===== config.mk =====
export PLATFORM = sky130hd
export DESIGN_NAME = diff_drive_motion_odometry_unit
export DESIGN_NICKNAME = d
export VERILOG_FILES = /design/src/hdl/ddmo_pkg.sv /design/src/hdl/ddmo_cordic.sv /design/src/hdl/diff_drive_motion_odometry_unit.sv
export SDC_FILE = /design/constraint.sdc
export NUM_CORES = 2
export LEC_CHECK = 0
export ABC_AREA = 0
export BUFFER_PORTS_ARGS = -buffer_cell sky130_fd_sc_hd__buf_2
export CAP_MARGIN = 20
export CORE_MARGIN = 4
export CORE_UTILIZATION = 40
export CTS_CLUSTER_DIAMETER = 150
export DETAILED_ROUTE_END_ITERATION = 16
export PLACE_DENSITY = 0.58
export SYNTH_ARGS = -nofsm -noshare
export SYNTH_HDL_FRONTEND = slang
export SYNTH_SLANG_ARGS = --single-unit

===== constraint.sdc =====
create_clock -name i_clk -period 9.91 [get_ports i_clk]
set_input_delay 1.982 -clock i_clk [delete_from_list [all_inputs] [get_ports i_clk]]
set_output_delay 1.982 -clock i_clk [all_outputs]
set_load 0.02 [all_outputs]

===== src/hdl/ddmo_pkg.sv =====
// shared types and constants for the differential drive odometry unit
package ddmo_pkg;

    localparam logic signed [6:0] SpdFull = 7'sd60;
    localparam logic signed [6:0] SpdTurn = 7'sd30;
    localparam logic signed [6:0] SpdArc  = 7'sd36;
    localparam logic signed [6:0] SpdSlow = 7'sd15;
    localparam logic signed [6:0] SpdBack = -7'sd6;

    localparam logic signed [21:0] DsGain  = 22'sd1126999;
    localparam logic signed [19:0] AngGain = 20'sd396831;
    localparam logic signed [33:0] CordicX0 = 34'sd652032874;
    localparam logic [31:0] Quarter = 32'h4000_0000;

    typedef enum logic [3:0] {
        ACT_STOP     = 4'd0,
        ACT_STRAIGHT = 4'd1,
        ACT_CSETUP   = 4'd2,
        ACT_ARC      = 4'd3,
        ACT_SQ_LEG   = 4'd4,
        ACT_SQ_TURN  = 4'd5,
        ACT_LN_FWD   = 4'd6,
        ACT_LN_LEFT  = 4'd7,
        ACT_LN_RIGHT = 4'd8,
        ACT_LN_SRCH  = 4'd9
    } t_action;

    typedef enum logic [1:0] {
        MOTION_FWD = 2'd0,
        MOTION_SQR = 2'd1,
        MOTION_ARC = 2'd2,
        MOTION_TRK = 2'd3
    } t_mode;

    localparam logic [2:0] RegMode   = 3'd0;
    localparam logic [2:0] RegLine   = 3'd1;
    localparam logic [2:0] RegGoal   = 3'd2;
    localparam logic [2:0] RegStr    = 3'd3;
    localparam logic [2:0] RegCSetup = 3'd4;
    localparam logic [2:0] RegCRun   = 3'd5;
    localparam logic [2:0] RegSide   = 3'd6;

    // control handed from the top level to the cordic unit
    typedef struct packed {
        logic        start;
        logic [31:0] angle;
    } t_cordic_req;

    typedef struct packed {
        logic               done;
        logic signed [33:0] cos_v;
        logic signed [33:0] sin_v;
    } t_cordic_rsp;

    function automatic logic [31:0] atan_lut(input logic [4:0] idx);
        logic [31:0] v;
        case (idx)
            5'd0:  v = 32'd536870912;
            5'd1:  v = 32'd316933406;
            5'd2:  v = 32'd167458907;
            5'd3:  v = 32'd85004756;
            5'd4:  v = 32'd42667331;
            5'd5:  v = 32'd21354465;
            5'd6:  v = 32'd10679838;
            5'd7:  v = 32'd5340245;
            5'd8:  v = 32'd2670163;
            5'd9:  v = 32'd1335087;
            5'd10: v = 32'd667544;
            5'd11: v = 32'd333772;
            5'd12: v = 32'd166886;
            5'd13: v = 32'd83443;
            5'd14: v = 32'd41722;
            5'd15: v = 32'd20861;
            5'd16: v = 32'd10430;
            5'd17: v = 32'd5215;
            5'd18: v = 32'd2608;
            5'd19: v = 32'd1304;
            5'd20: v = 32'd652;
            5'd21: v = 32'd326;
            5'd22: v = 32'd163;
            5'd23: v = 32'd81;
            5'd24: v = 32'd41;
            5'd25: v = 32'd20;
            5'd26: v = 32'd10;
            5'd27: v = 32'd5;
            5'd28: v = 32'd3;
            5'd29: v = 32'd1;
            default: v = 32'd0;
        endcase
        return v;
    endfunction

endpackage


===== src/hdl/ddmo_cordic.sv =====
// iterative cordic sine and cosine, one micro-rotation per cycle
module ddmo_cordic
    import ddmo_pkg::*;
#(
    parameter int unsigned STEPS = 16
) (
    input  logic        i_clk,
    input  logic        i_rst_n,
    input  t_cordic_req i_req,
    output t_cordic_rsp o_rsp
);
    logic               r_busy;
    logic [4:0]         r_idx;
    logic [1:0]         r_quad;
    logic signed [33:0] r_x, r_y;
    logic signed [32:0] r_z;
    logic               r_done;

    logic [1:0]         quad;
    logic [31:0]        resid;
    logic signed [33:0] xs, ys;
    logic signed [32:0] at;

    assign quad  = 2'((i_req.angle + 32'h2000_0000) >> 30);
    assign resid = i_req.angle - {quad, 30'd0};
    assign xs    = r_x >>> r_idx;
    assign ys    = r_y >>> r_idx;
    assign at    = $signed({1'b0, atan_lut(r_idx)});

    always_ff @(posedge i_clk) begin
        if (!i_rst_n) begin
            r_busy <= 1'b0;
            r_done <= 1'b0;
            r_idx  <= '0;
        end else begin
            r_done <= 1'b0;
            if (i_req.start) begin
                r_busy <= 1'b1;
                r_idx  <= '0;
                r_quad <= quad;
                r_x    <= CordicX0;
                r_y    <= '0;
                r_z    <= $signed({resid[31], resid});
            end else if (r_busy) begin
                if (!r_z[32]) begin
                    r_x <= r_x - ys;
                    r_y <= r_y + xs;
                    r_z <= r_z - at;
                end else begin
                    r_x <= r_x + ys;
                    r_y <= r_y - xs;
                    r_z <= r_z + at;
                end
                if (r_idx == 5'(STEPS - 1)) begin
                    r_busy <= 1'b0;
                    r_done <= 1'b1;
                end else begin
                    r_idx <= r_idx + 5'd1;
                end
            end
        end
    end

    always_comb begin
        o_rsp.done = r_done;
        case (r_quad)
            2'd0: begin o_rsp.cos_v = r_x;  o_rsp.sin_v = r_y;  end
            2'd1: begin o_rsp.cos_v = -r_y; o_rsp.sin_v = r_x;  end
            2'd2: begin o_rsp.cos_v = -r_x; o_rsp.sin_v = -r_y; end
            default: begin o_rsp.cos_v = r_y; o_rsp.sin_v = -r_x; end
        endcase
    end
endmodule


===== src/hdl/diff_drive_motion_odometry_unit.sv =====
// top level of the differential drive motion sequencer with odometry
// One control tick in, one result out. A tick that moves the robot passes
// through speed selection, which also loads the cordic, then the iterative
// cordic and its registered done flag, then ST_MULX and ST_MULY, in which one
// shared 34x29 multiplier forms the x and then the y step, and ST_OUT to latch
// the result. A tick that stops or follows a stop skips the cordic and goes
// from speed selection straight to ST_OUT. The input is not ready while a tick
// is in work or its result waits to be taken, so the unit takes no new tick
// before the last result has been taken.
// Registers sit on the APB port at byte address 4*i in the documented order.
module diff_drive_motion_odometry_unit
    import ddmo_pkg::*;
#(
    parameter int unsigned CORDIC_STEPS = 16
) (
    input  logic              i_clk,
    input  logic              i_rst_n,
    input  logic              i_valid,
    output logic              o_ready,
    input  logic [9:0]        i_left_ground,
    input  logic [9:0]        i_center_ground,
    input  logic [9:0]        i_right_ground,
    output logic              o_valid,
    input  logic              i_ready,
    output logic signed [6:0] o_left_speed_cmd,
    output logic signed [6:0] o_right_speed_cmd,
    output logic signed [31:0] o_pose_x,
    output logic signed [31:0] o_pose_y,
    output logic [31:0]       o_heading,
    output logic [3:0]        o_action,
    output logic              o_finished,
    input  logic              psel,
    input  logic              penable,
    input  logic              pwrite,
    input  logic [4:0]        paddr,
    input  logic [31:0]       pwdata,
    output logic [31:0]       prdata,
    output logic              pready
);
    typedef enum logic [5:0] {
        ST_IDLE = 6'b000001,
        ST_SEL  = 6'b000010,
        ST_ROT  = 6'b000100,
        ST_MULX = 6'b001000,
        ST_MULY = 6'b010000,
        ST_OUT  = 6'b100000
    } t_state;

    t_state r_state;

    // configuration
    logic [1:0]  r_mode;
    logic [9:0]  r_line_th, r_goal_th;
    logic [15:0] r_str, r_csetup, r_crun, r_side;

    // tracked state
    logic signed [31:0] r_px, r_py;
    logic [31:0] r_theta, r_turn_start;
    logic [15:0] r_elapsed, r_leg;
    logic        r_cphase, r_sphase, r_armed, r_stopped;
    logic [2:0]  r_sides;

    // tick in work
    logic [9:0]  r_lg, r_cg, r_rg;
    logic signed [6:0] r_sl, r_sr;
    logic [3:0]  r_act;
    logic signed [28:0] r_ds;
    logic [31:0] r_dth;
    logic signed [33:0] r_cos, r_sin;
    logic signed [63:0] r_prod;

    t_cordic_req cq;
    t_cordic_rsp cr;

    ddmo_cordic #(.STEPS(CORDIC_STEPS)) u_cordic (
        .i_clk(i_clk), .i_rst_n(i_rst_n), .i_req(cq), .o_rsp(cr)
    );

    assign pready  = 1'b1;
    assign o_ready = (r_state == ST_IDLE) && !o_valid;

    // apb write and readback
    logic wr;
    logic [2:0] ra;
    assign wr = psel && penable && pwrite;
    assign ra = paddr[4:2];

    always_comb begin
        case (ra)
            RegMode:   prdata = {30'd0, r_mode};
            RegLine:   prdata = {22'd0, r_line_th};
            RegGoal:   prdata = {22'd0, r_goal_th};
            RegStr:    prdata = {16'd0, r_str};
            RegCSetup: prdata = {16'd0, r_csetup};
            RegCRun:   prdata = {16'd0, r_crun};
            RegSide:   prdata = {16'd0, r_side};
            default:   prdata = '0;
        endcase
    end

    // speed and phase selection, on a captured tick
    logic signed [6:0] n_sl, n_sr;
    logic [3:0]  n_act;
    logic        n_stop, n_cphase, n_sphase, n_armed;
    logic [15:0] n_elapsed, n_leg;
    logic [2:0]  n_sides;
    logic [31:0] n_turn_start, d;

    always_comb begin
        n_sl = SpdFull; n_sr = SpdFull; n_act = ACT_STOP; n_stop = 1'b0;
        n_cphase = r_cphase; n_sphase = r_sphase; n_armed = r_armed;
        n_sides = r_sides; n_turn_start = r_turn_start; n_leg = r_leg;
        n_elapsed = (r_elapsed != 16'hFFFF) ? r_elapsed + 16'd1 : r_elapsed;
        d = '0;
        case (t_mode'(r_mode))
            MOTION_FWD: begin
                n_act = ACT_STRAIGHT;
                if (n_elapsed > r_str) n_stop = 1'b1;
            end
            MOTION_ARC: begin
                if (!r_cphase) begin
                    n_act = ACT_CSETUP;
                    if (n_elapsed > r_csetup) begin
                        n_cphase = 1'b1; n_elapsed = '0;
                    end
                end else begin
                    n_sr = SpdArc; n_act = ACT_ARC;
                    if (n_elapsed > r_crun) n_stop = 1'b1;
                end
            end
            MOTION_SQR: begin
                if (r_sides >= 3'd4) begin
                    n_stop = 1'b1;
                end else if (!r_sphase) begin
                    n_act = ACT_SQ_LEG;
                    if (r_leg != 16'hFFFF) n_leg = r_leg + 16'd1;
                    if (n_leg > r_side) begin
                        n_sphase = 1'b1; n_leg = '0;
                    end
                end else begin
                    if (!r_armed) begin
                        n_turn_start = r_theta; n_armed = 1'b1;
                    end
                    n_sl = SpdTurn; n_sr = -SpdTurn; n_act = ACT_SQ_TURN;
                    d = r_theta - n_turn_start;
                    // magnitude of the wrapped difference reaches a quarter turn
                    if ((!d[31] && d >= Quarter) || (d[31] && d <= (32'd0 - Quarter))) begin
                        n_sphase = 1'b0; n_sides = r_sides + 3'd1;
                        n_leg = '0; n_armed = 1'b0;
                    end
                end
            end
            default: begin
                n_act = ACT_LN_FWD;
                if (r_cg < r_line_th) begin
                    n_act = ACT_LN_FWD;
                end else if (r_lg < r_line_th) begin
                    n_sl = SpdBack; n_sr = SpdSlow; n_act = ACT_LN_LEFT;
                end else if (r_rg < r_line_th) begin
                    n_sl = SpdSlow; n_sr = SpdBack; n_act = ACT_LN_RIGHT;
                end else begin
                    n_sl = SpdTurn; n_sr = -SpdTurn; n_act = ACT_LN_SRCH;
                end
                if (r_lg < r_goal_th && r_cg < r_goal_th && r_rg < r_goal_th)
                    n_stop = 1'b1;
            end
        endcase
    end

    // shared multiplier and rounding of the pose step
    logic signed [33:0] mul_b;
    logic signed [63:0] n_prod;
    logic signed [17:0] step;
    logic signed [32:0] n_pos;
    logic signed [31:0] sat_pos, pos_old;
    logic signed [63:0] rnd;

    assign mul_b  = (r_state == ST_MULX) ? r_cos : r_sin;
    assign n_prod = 64'(r_ds) * 64'(mul_b);
    assign rnd    = r_prod + (64'sd1 <<< 45);
    assign step   = 18'(rnd >>> 46);
    assign pos_old = (r_state == ST_MULY) ? r_px : r_py;
    assign n_pos  = 33'(pos_old) + 33'(step);
    assign sat_pos = (n_pos > 33'sd2147483647) ? 32'sh7FFF_FFFF :
                     (n_pos < -33'sd2147483648) ? 32'sh8000_0000 : 32'(n_pos);

    logic signed [7:0]  sum_s, dif_s;
    logic signed [31:0] dth_n;
    assign sum_s = 8'(n_sl) + 8'(n_sr);
    assign dif_s = 8'(n_sr) - 8'(n_sl);
    assign dth_n = 32'(dif_s) * 32'(AngGain);

    assign cq.start = (r_state == ST_SEL) && !r_stopped && !n_stop;
    assign cq.angle = r_theta + 32'($signed(dth_n) >>> 1);

    always_ff @(posedge i_clk) begin
        if (!i_rst_n) begin
            r_state <= ST_IDLE;
            r_mode <= MOTION_TRK; r_line_th <= 10'd500; r_goal_th <= 10'd298;
            r_str <= 16'd250; r_csetup <= 16'd156; r_crun <= 16'd468;
            r_side <= 16'd187;
            r_px <= '0; r_py <= '0; r_theta <= Quarter; r_turn_start <= '0;
            r_elapsed <= '0; r_leg <= '0; r_cphase <= 1'b0; r_sphase <= 1'b0;
            r_armed <= 1'b0; r_sides <= '0; r_stopped <= 1'b0;
            o_valid <= 1'b0;
        end else begin
            if (wr) begin
                case (ra)
                    RegMode:   r_mode    <= pwdata[1:0];
                    RegLine:   r_line_th <= pwdata[9:0];
                    RegGoal:   r_goal_th <= pwdata[9:0];
                    RegStr:    r_str     <= pwdata[15:0];
                    RegCSetup: r_csetup  <= pwdata[15:0];
                    RegCRun:   r_crun    <= pwdata[15:0];
                    RegSide:   r_side    <= pwdata[15:0];
                    default: ;
                endcase
            end
            case (r_state)
                ST_IDLE: begin
                    if (i_valid && o_ready) begin
                        r_lg <= i_left_ground; r_cg <= i_center_ground;
                        r_rg <= i_right_ground;
                        r_state <= ST_SEL;
                    end
                end
                ST_SEL: begin
                    if (r_stopped || n_stop) begin
                        // stop tick or frozen run: zero speeds, pose held
                        r_stopped <= 1'b1;
                        if (!r_stopped) begin
                            r_elapsed <= n_elapsed; r_leg <= n_leg;
                            r_cphase <= n_cphase; r_sphase <= n_sphase;
                            r_armed <= n_armed; r_sides <= n_sides;
                            r_turn_start <= n_turn_start;
                        end
                        r_sl <= '0; r_sr <= '0; r_act <= ACT_STOP;
                        r_state <= ST_OUT;
                    end else begin
                        r_elapsed <= n_elapsed; r_leg <= n_leg;
                        r_cphase <= n_cphase; r_sphase <= n_sphase;
                        r_armed <= n_armed; r_sides <= n_sides;
                        r_turn_start <= n_turn_start;
                        r_sl <= n_sl; r_sr <= n_sr; r_act <= n_act;
                        r_ds <= 29'(sum_s) * DsGain;
                        r_dth <= dth_n;
                        r_state <= ST_ROT;
                    end
                end
                ST_ROT: begin
                    if (cr.done) begin
                        r_cos <= cr.cos_v; r_sin <= cr.sin_v;
                        r_state <= ST_MULX;
                    end
                end
                ST_MULX: begin
                    r_prod <= n_prod;
                    r_state <= ST_MULY;
                end
                ST_MULY: begin
                    r_px <= sat_pos;
                    r_prod <= n_prod;
                    r_state <= ST_OUT;
                    r_theta <= r_theta + r_dth;
                end
                ST_OUT: begin
                    if (!r_stopped) r_py <= sat_pos;
                    r_state <= ST_IDLE;
                    o_valid <= 1'b1;
                end
                default: r_state <= ST_IDLE;
            endcase
            if (o_valid && i_ready) o_valid <= 1'b0;
        end
    end

    // result fields read live from the registers, frozen while valid
    assign o_left_speed_cmd  = r_sl;
    assign o_right_speed_cmd = r_sr;
    assign o_pose_x   = r_px;
    assign o_pose_y   = r_py;
    assign o_heading  = r_theta;
    assign o_action   = r_act;
    assign o_finished = r_stopped;

    // no new transaction while a result waits
    a_busy_out: assert property (@(posedge i_clk) disable iff (!i_rst_n)
        o_valid |-> !o_ready) else $error("accept while result pending");
    // a stopped run keeps zero left speed and the stop action
    a_stop_zero: assert property (@(posedge i_clk) disable iff (!i_rst_n)
        (o_valid && o_finished) |-> (o_left_speed_cmd == 7'sd0 && o_action == ACT_STOP))
        else $error("stopped run reports motion");
    // once stopped, stays stopped
    a_stop_hold: assert property (@(posedge i_clk) disable iff (!i_rst_n)
        r_stopped |=> r_stopped) else $error("stop released");
endmodule

### After elaboration in Yosys (flattened, before gate mapping)

Memories as Yosys holds them, arrays and structs flattened. A register that Yosys moved wholly into a read port is not among the register bits.
Cells that the tools add are included.

* $add $sub $neg: 21
* $mul: 3
* magnitude comparators: 15
* equal/unequal tests: 22
* shift-type cells: 2
* mux-type cells: 98
* bitwise logic cells: 5
* reductions and logical operators: 45

Operator list (count)
* $mux W32: 12
* $mux W16: 17
* $pmux W68 S3: 1
* $mux W34: 5
* $pmux W16 S7: 1
* $mux W33: 3
* $add A34 B34 Y34: 2
* $neg A34 Y34: 2
* $sshr A34 B5 Y34: 2
* $sub A34 B34 Y34: 2
* $add A32 B32 Y32: 2
* $add A64 B47 Y64 const B: 1
* $gt A16 B16 Y1: 4
* $sub A32 B32 Y32: 2
* $mul A29 B34 Y63: 1
* $lt A10 B10 Y1: 6
* $mux W7: 6
* $add A32 B18 Y33: 1
* $add A33 B33 Y33: 1
* $gt A33 B32 Y1 const B: 1
* $lt A33 B32 Y1 const B: 1
* $sub A33 B33 Y33: 1
* $add A16 B1 Y16 const B: 2
* $add A32 B30 Y32 const B: 1
* other kinds (45): 134

* bits in registers: 611
* memory bits (read-only): 960
* output and inout port bits: 150
* logic and storage cells: 250
* memories: 1

Memory list
* (no name shown): words 32, width 30, read ports 1, clocked after Yosys merged registers in 1, wr ports 0, line ddmo_pkg.sv:57 `case (idx)`

### Longest topological paths before layout

* depth after elaboration: 14
* gate-level depth with buffers: 49
* mapped depth without buffers: 49

### Modules after synthesis

From an unflattened synthesis, not the netlist that was laid out.

* cells, all modules: 9767
* area total of the unflattened synthesis: 86429.1 um2

Modules (own cells, without submodules)
* diff_drive_motion_odometry_unit: instances 1, cells an instance 7233, area each 65630.4 um2, seq. area each 10850.4 um2
* ddmo_cordic: instances 1, cells an instance 2534, area each 20798.7 um2, seq. area each 3833.7 um2

### Least setup slack after synthesis

No wires, ideal clock.

* path type: flip-flop to flip-flop
* start: reg r_elapsed[0]
* end: reg u_cordic.r_x[0] (enable)
* library setup time: 0.458 ns
* arrival time: 9.546 ns
* setup slack: -0.094 ns
* cell stages (with the launch flop): 22
* buffers on the path: 2
* cells stage by stage: dfxtp_1 -> ha_1 -> nand3_1 -> nor2_1 -> nand2_1 -> nor2_1 -> and3_1 -> clkbuf_1 -> nor3_1 -> nand3_1 -> xnor2_1 -> ha_1 -> nand4_1 -> nor4_1 -> nor3b_1 -> a21oi_1 -> a21oi_1 -> a211o_1 -> a21o_1 -> clkbuf_1 -> nor3_1 -> a21o_1

* cells in the longest elaborated chain, start to end: 10
* elaborated cells between the ends (all ways): 13
* those cells by class: add/sub: 1; order compare: 2; eq/ne: 1; mux: 5; reduce/logical: 4

Ends and longest elaborated chain
* from (decl): line diff_drive_motion_odometry_unit.sv:59 `logic [15:0] r_elapsed, r_leg;`
* from (signal assigned): line diff_drive_motion_odometry_unit.sv:232 `r_elapsed <= n_elapsed; r_leg <= n_leg;`
* from (signal assigned): line diff_drive_motion_odometry_unit.sv:240 `r_elapsed <= n_elapsed; r_leg <= n_leg;`
* $add A16 B1 Y16 or $ne A16 B16 Y1 (tied branches): line diff_drive_motion_odometry_unit.sv:113 `n_elapsed = (r_elapsed != 16'hFFFF) ? r_elapsed + 16'd1 : r_elapsed;`
* $mux W16 *: line diff_drive_motion_odometry_unit.sv:113
* $gt A16 B16 Y1: line diff_drive_motion_odometry_unit.sv:128 `if (n_elapsed > r_crun) n_stop = 1'b1;`
* $mux W1: line diff_drive_motion_odometry_unit.sv:128
* $mux W1: line diff_drive_motion_odometry_unit.sv:121 `if (!r_cphase) begin`
* $pmux W1 S3 *: line diff_drive_motion_odometry_unit.sv:115 `case (t_mode'(r_mode))`
* $logic_not A1 Y1 *: line diff_drive_motion_odometry_unit.sv:193 `assign cq.start = (r_state == ST_SEL) && !r_stopped && !n_stop;`
* $logic_and A1 B1 Y1 *: line diff_drive_motion_odometry_unit.sv:193
* $reduce_bool A2 Y1 (no line) *
* $reduce_and A2 Y1 (no line) *
* to (signal assigned): line ddmo_cordic.sv:41 `r_x <= CordicX0;`
* to (signal assigned): line ddmo_cordic.sv:46 `r_x <= r_x - ys;`
* to (signal assigned): line ddmo_cordic.sv:50 `r_x <= r_x + ys;`
* to (decl): line ddmo_cordic.sv:15 `logic signed [33:0] r_x, r_y;`

Mark *: on every way between the ends. The rest lies on a longest branch, timed or not.
A chain may end at the register's enable or synchronous reset.

### Worst setup path in the final report

* start: reg r_state[5]
* end: reg r_prod[59], data pin

* cells in the longest elaborated chain, start to end: 3

Ends and longest elaborated chain
* from (decl): line diff_drive_motion_odometry_unit.sv:49 `t_state r_state;`
* from (signal assigned): line diff_drive_motion_odometry_unit.sv:198 `r_state <= ST_IDLE;`
* from (signal assigned): line diff_drive_motion_odometry_unit.sv:224 `r_state <= ST_SEL;`
* from (signal assigned): line diff_drive_motion_odometry_unit.sv:238 `r_state <= ST_OUT;`
* $eq A6 B4 Y1: line diff_drive_motion_odometry_unit.sv:178 `assign mul_b = (r_state == ST_MULX) ? r_cos : r_sin;`
* $mux W34: line diff_drive_motion_odometry_unit.sv:178
* $mul A29 B34 Y63: line diff_drive_motion_odometry_unit.sv:179 `assign n_prod = 64'(r_ds) * 64'(mul_b);`
* named net n_prod[59]: line diff_drive_motion_odometry_unit.sv:172 `logic signed [63:0] n_prod;`
* to (signal assigned): line diff_drive_motion_odometry_unit.sv:257 `r_prod <= n_prod;`
* to (signal assigned): line diff_drive_motion_odometry_unit.sv:262 `r_prod <= n_prod;`
* to (decl): line diff_drive_motion_odometry_unit.sv:70 `logic signed [63:0] r_prod;`

The timed path passes the listed nets, and every way through them passes these cells.

==> metrics.txt <==
outcome finished clean; vias in the first global route 67580; commonest non-fill, non-tap cell in the layout nand2_1; Final Non-Filler Cells 12330; Post-synth EDFFs 291; drt drc 0; pre-CTS setup slack -0.1427 ns; Sinks on Clock Net 588; Net Switching 11.97 mW; core area 0.2073 mm²; clk slew on worst S/H paths 0.06 ns; Max Freq 104.2 MHz; placed cell areas 0.08889 mm²; final slew viol count 0; gpl congestion 0.9310; min-delay worst type reg -> reg; minimum clock period 9.598 ns; Int Pwr 13.77 mW; cell mode on critical path fa_1; Yosys reg bits 588; P_leak 42.79 nW; num ports 224; crit start category flop; Final period util 0.9686; setup_tns 0 ns; Cell variety after synth 97; vias 65840; Cells after DPL 12190; sequential power share 0.129; Power Dens Cells 280.0 mW/mm²; fraction of registers with async set/reset 0; drt pass-1 iters 6; syn_area_per_cell 8.929 µm²; Tot Pwr 25.74 mW; largest net degree at the start of global routing 102; fraction of layout cells with a size suffix above 1 0.1055; Slew @ Worst Pin 1.074 ns; Syn Inst Count 9347; Slowest Stage Delay on Critical Path 0.56 ns; die area 0.2160 mm²; final worst slack 0.3115 ns; hold buffer count at CTS 0; post-route design area 0.09192 mm²; Crit. End Element flop; first-pass GRT wire length 374300 µm; fin util 0.4435; Die Wd 464.8 µm; area grow syn2layout 10.14%; commonest cells after routing, fill and taps aside 1419 x nand2_1, 1271 x inv_1, 1095 x fa_1; Routed WL per cell 18.76 µm; Primary FF master, synth dfxtp_1; CP max FO 34; initial DRC count 4227; Mapped Area 0.08346 mm²; H-Tree Depth 3; std cell rows 167; clock skew after layout 0.02511 ns; crit-path leading delay family adder cells; Via density 5.338; Final setup viols 0; Arr. time, crit path 10.01 ns; Worst VDD drop 0.5039 mV; Root Buffer clkbuf_16; post-synthesis sequential area ratio 0.1759; CTS tree done; Die Y 464.8 µm; clock share of power 0.106; initial antenna violation count 8; sw frac 0.4650; gr usage total 0.2138; # fillers 20240; slowest stage cell, crit path fa_1; CTS buffer count 70; fin nets 11370; gr ovfl total 0; Slew Limit Headroom 0.2729; Detailed Place HPWL 188100 µm; port bufs 188; DRT antenna net count 0; clk buf depth 3; Hold Vio Cnt, Final 0; crit path buf inv count 9; Clock Latency Late Sink 0.66 ns; hold slack 0.4590 ns; final WL 231400 µm; critical path required time 10.32 ns; Starting Density 0.4026; Ys Warns 0; combinational share of power 0.765; critical path class reg -> reg; max-cap violations 0
power groups by stage:
stage	combinational [mW]	clock (mW)	sequential (mW)
3_5_place_dp	19.2	0	3.36
6_report	19.7	2.73	3.31
5_1_grt	22.3	2.91	3.31
3_3_place_gp	19.0	0	3.36
2_1_floorplan	13.5	0	3.31
4_1_cts	19.6	2.82	3.31
cell families after synthesis:
logic type,share of synthesized area
AOI/OAI and AO/OA,0.1198
xor gates and xnor gates,0.05106
adders and majority gates,0.3699
buffers and inverters,0.08193
DFF,0.1759
muxes,0.04717
other,0.00008999
and+or+nand+nor,0.1540
worst paths after layout:
| path | start | endpoint | slack [ns] | cells past startpoint |
|---|---|---|---|---|
| worst max register to register | r_state[5]$_SDFFE_PN0P_ | r_prod[59]$_DFFE_PP_ | 0.31 | 34 |
| worst max-delay path | r_state[5]$_SDFFE_PN0P_ | r_prod[59]$_DFFE_PP_ | 0.31 | 34 |
| worst min-delay path | r_crun[12]$_SDFFE_PN0P_ | r_crun[12]$_SDFFE_PN0P_ | 0.46 | 2 |
| worst min register to register | r_crun[12]$_SDFFE_PN0P_ | r_crun[12]$_SDFFE_PN0P_ | 0.46 | 2 |
per-layer routing:
layer	global-route usage	routed length [µm]
met5	0	30
met4	0.06340	7046
met3	0.02420	11850
met2	0.3566	109200
met1	0.2926	103300
worst reg2reg max path, delay by kind of cell (launching register included):
family / cells / cell delay, ns
and+or+nand+nor: 9 / 1.73
DFF: 1 / 0.36
muxes: 1 / 0.52
xor gates and xnor gates: 1 / 0.14
buffers and inverters: 9 / 1.15
AOI/OAI and AO/OA: 5 / 1.17
adders and majority gates: 9 / 4.28
layout make-up:
cell class / count / area (µm²) / share of cell area
tap: 2788 / 3488 / 0.03795
clock buffer: 95 / 2002 / 0.02178
multi-input combinational: 6994 / 62550 / 0.6804
clock inverter: 31 / 394.1 / 0.004288
sequential: 588 / 14700 / 0.1599
timing repair buffer: 552 / 3965 / 0.04314
inverter: 1284 / 4825 / 0.05249
antenna: 2 / 5.005 / 0.00005445
Yosys cell counts, types with 103 or more instances:
cell type     n  share of area
nand2_1    1422          0.064
inv_1      1280          0.058
fa_1       1098           0.26
ha_1        706           0.11
nor2_1      525          0.024
a21oi_1     492          0.030
clkbuf_1    397          0.018
xnor2_1     302          0.032
dfxtp_1     297          0.071
edfxtp_1    291           0.10
o21ai_0     286          0.017
and2_1      261          0.020
xor2_1      182          0.019
a21o_1      171          0.015
mux2i_1     103          0.012
sequential cells by signal, indices dropped and copies added (netlist names), 18 cells and up:
signal and count:
u_cordic.r_z 33, r_sin 34, u_cordic.at 30, o_pose_x 32, r_ds 29, r_turn_start 32
r_dth 27, u_cordic.r_y 34, o_heading 32, r_cos 34, o_pose_y 32, u_cordic.r_x 34
r_prod 18
timing repair:
action,4_1_cts,5_1_grt
pin swaps,1,45
gates resized for setup,3,110
setup buffers,0,16
setup endpoints to repair,8,18
Power figures use the tool's default switching activity.
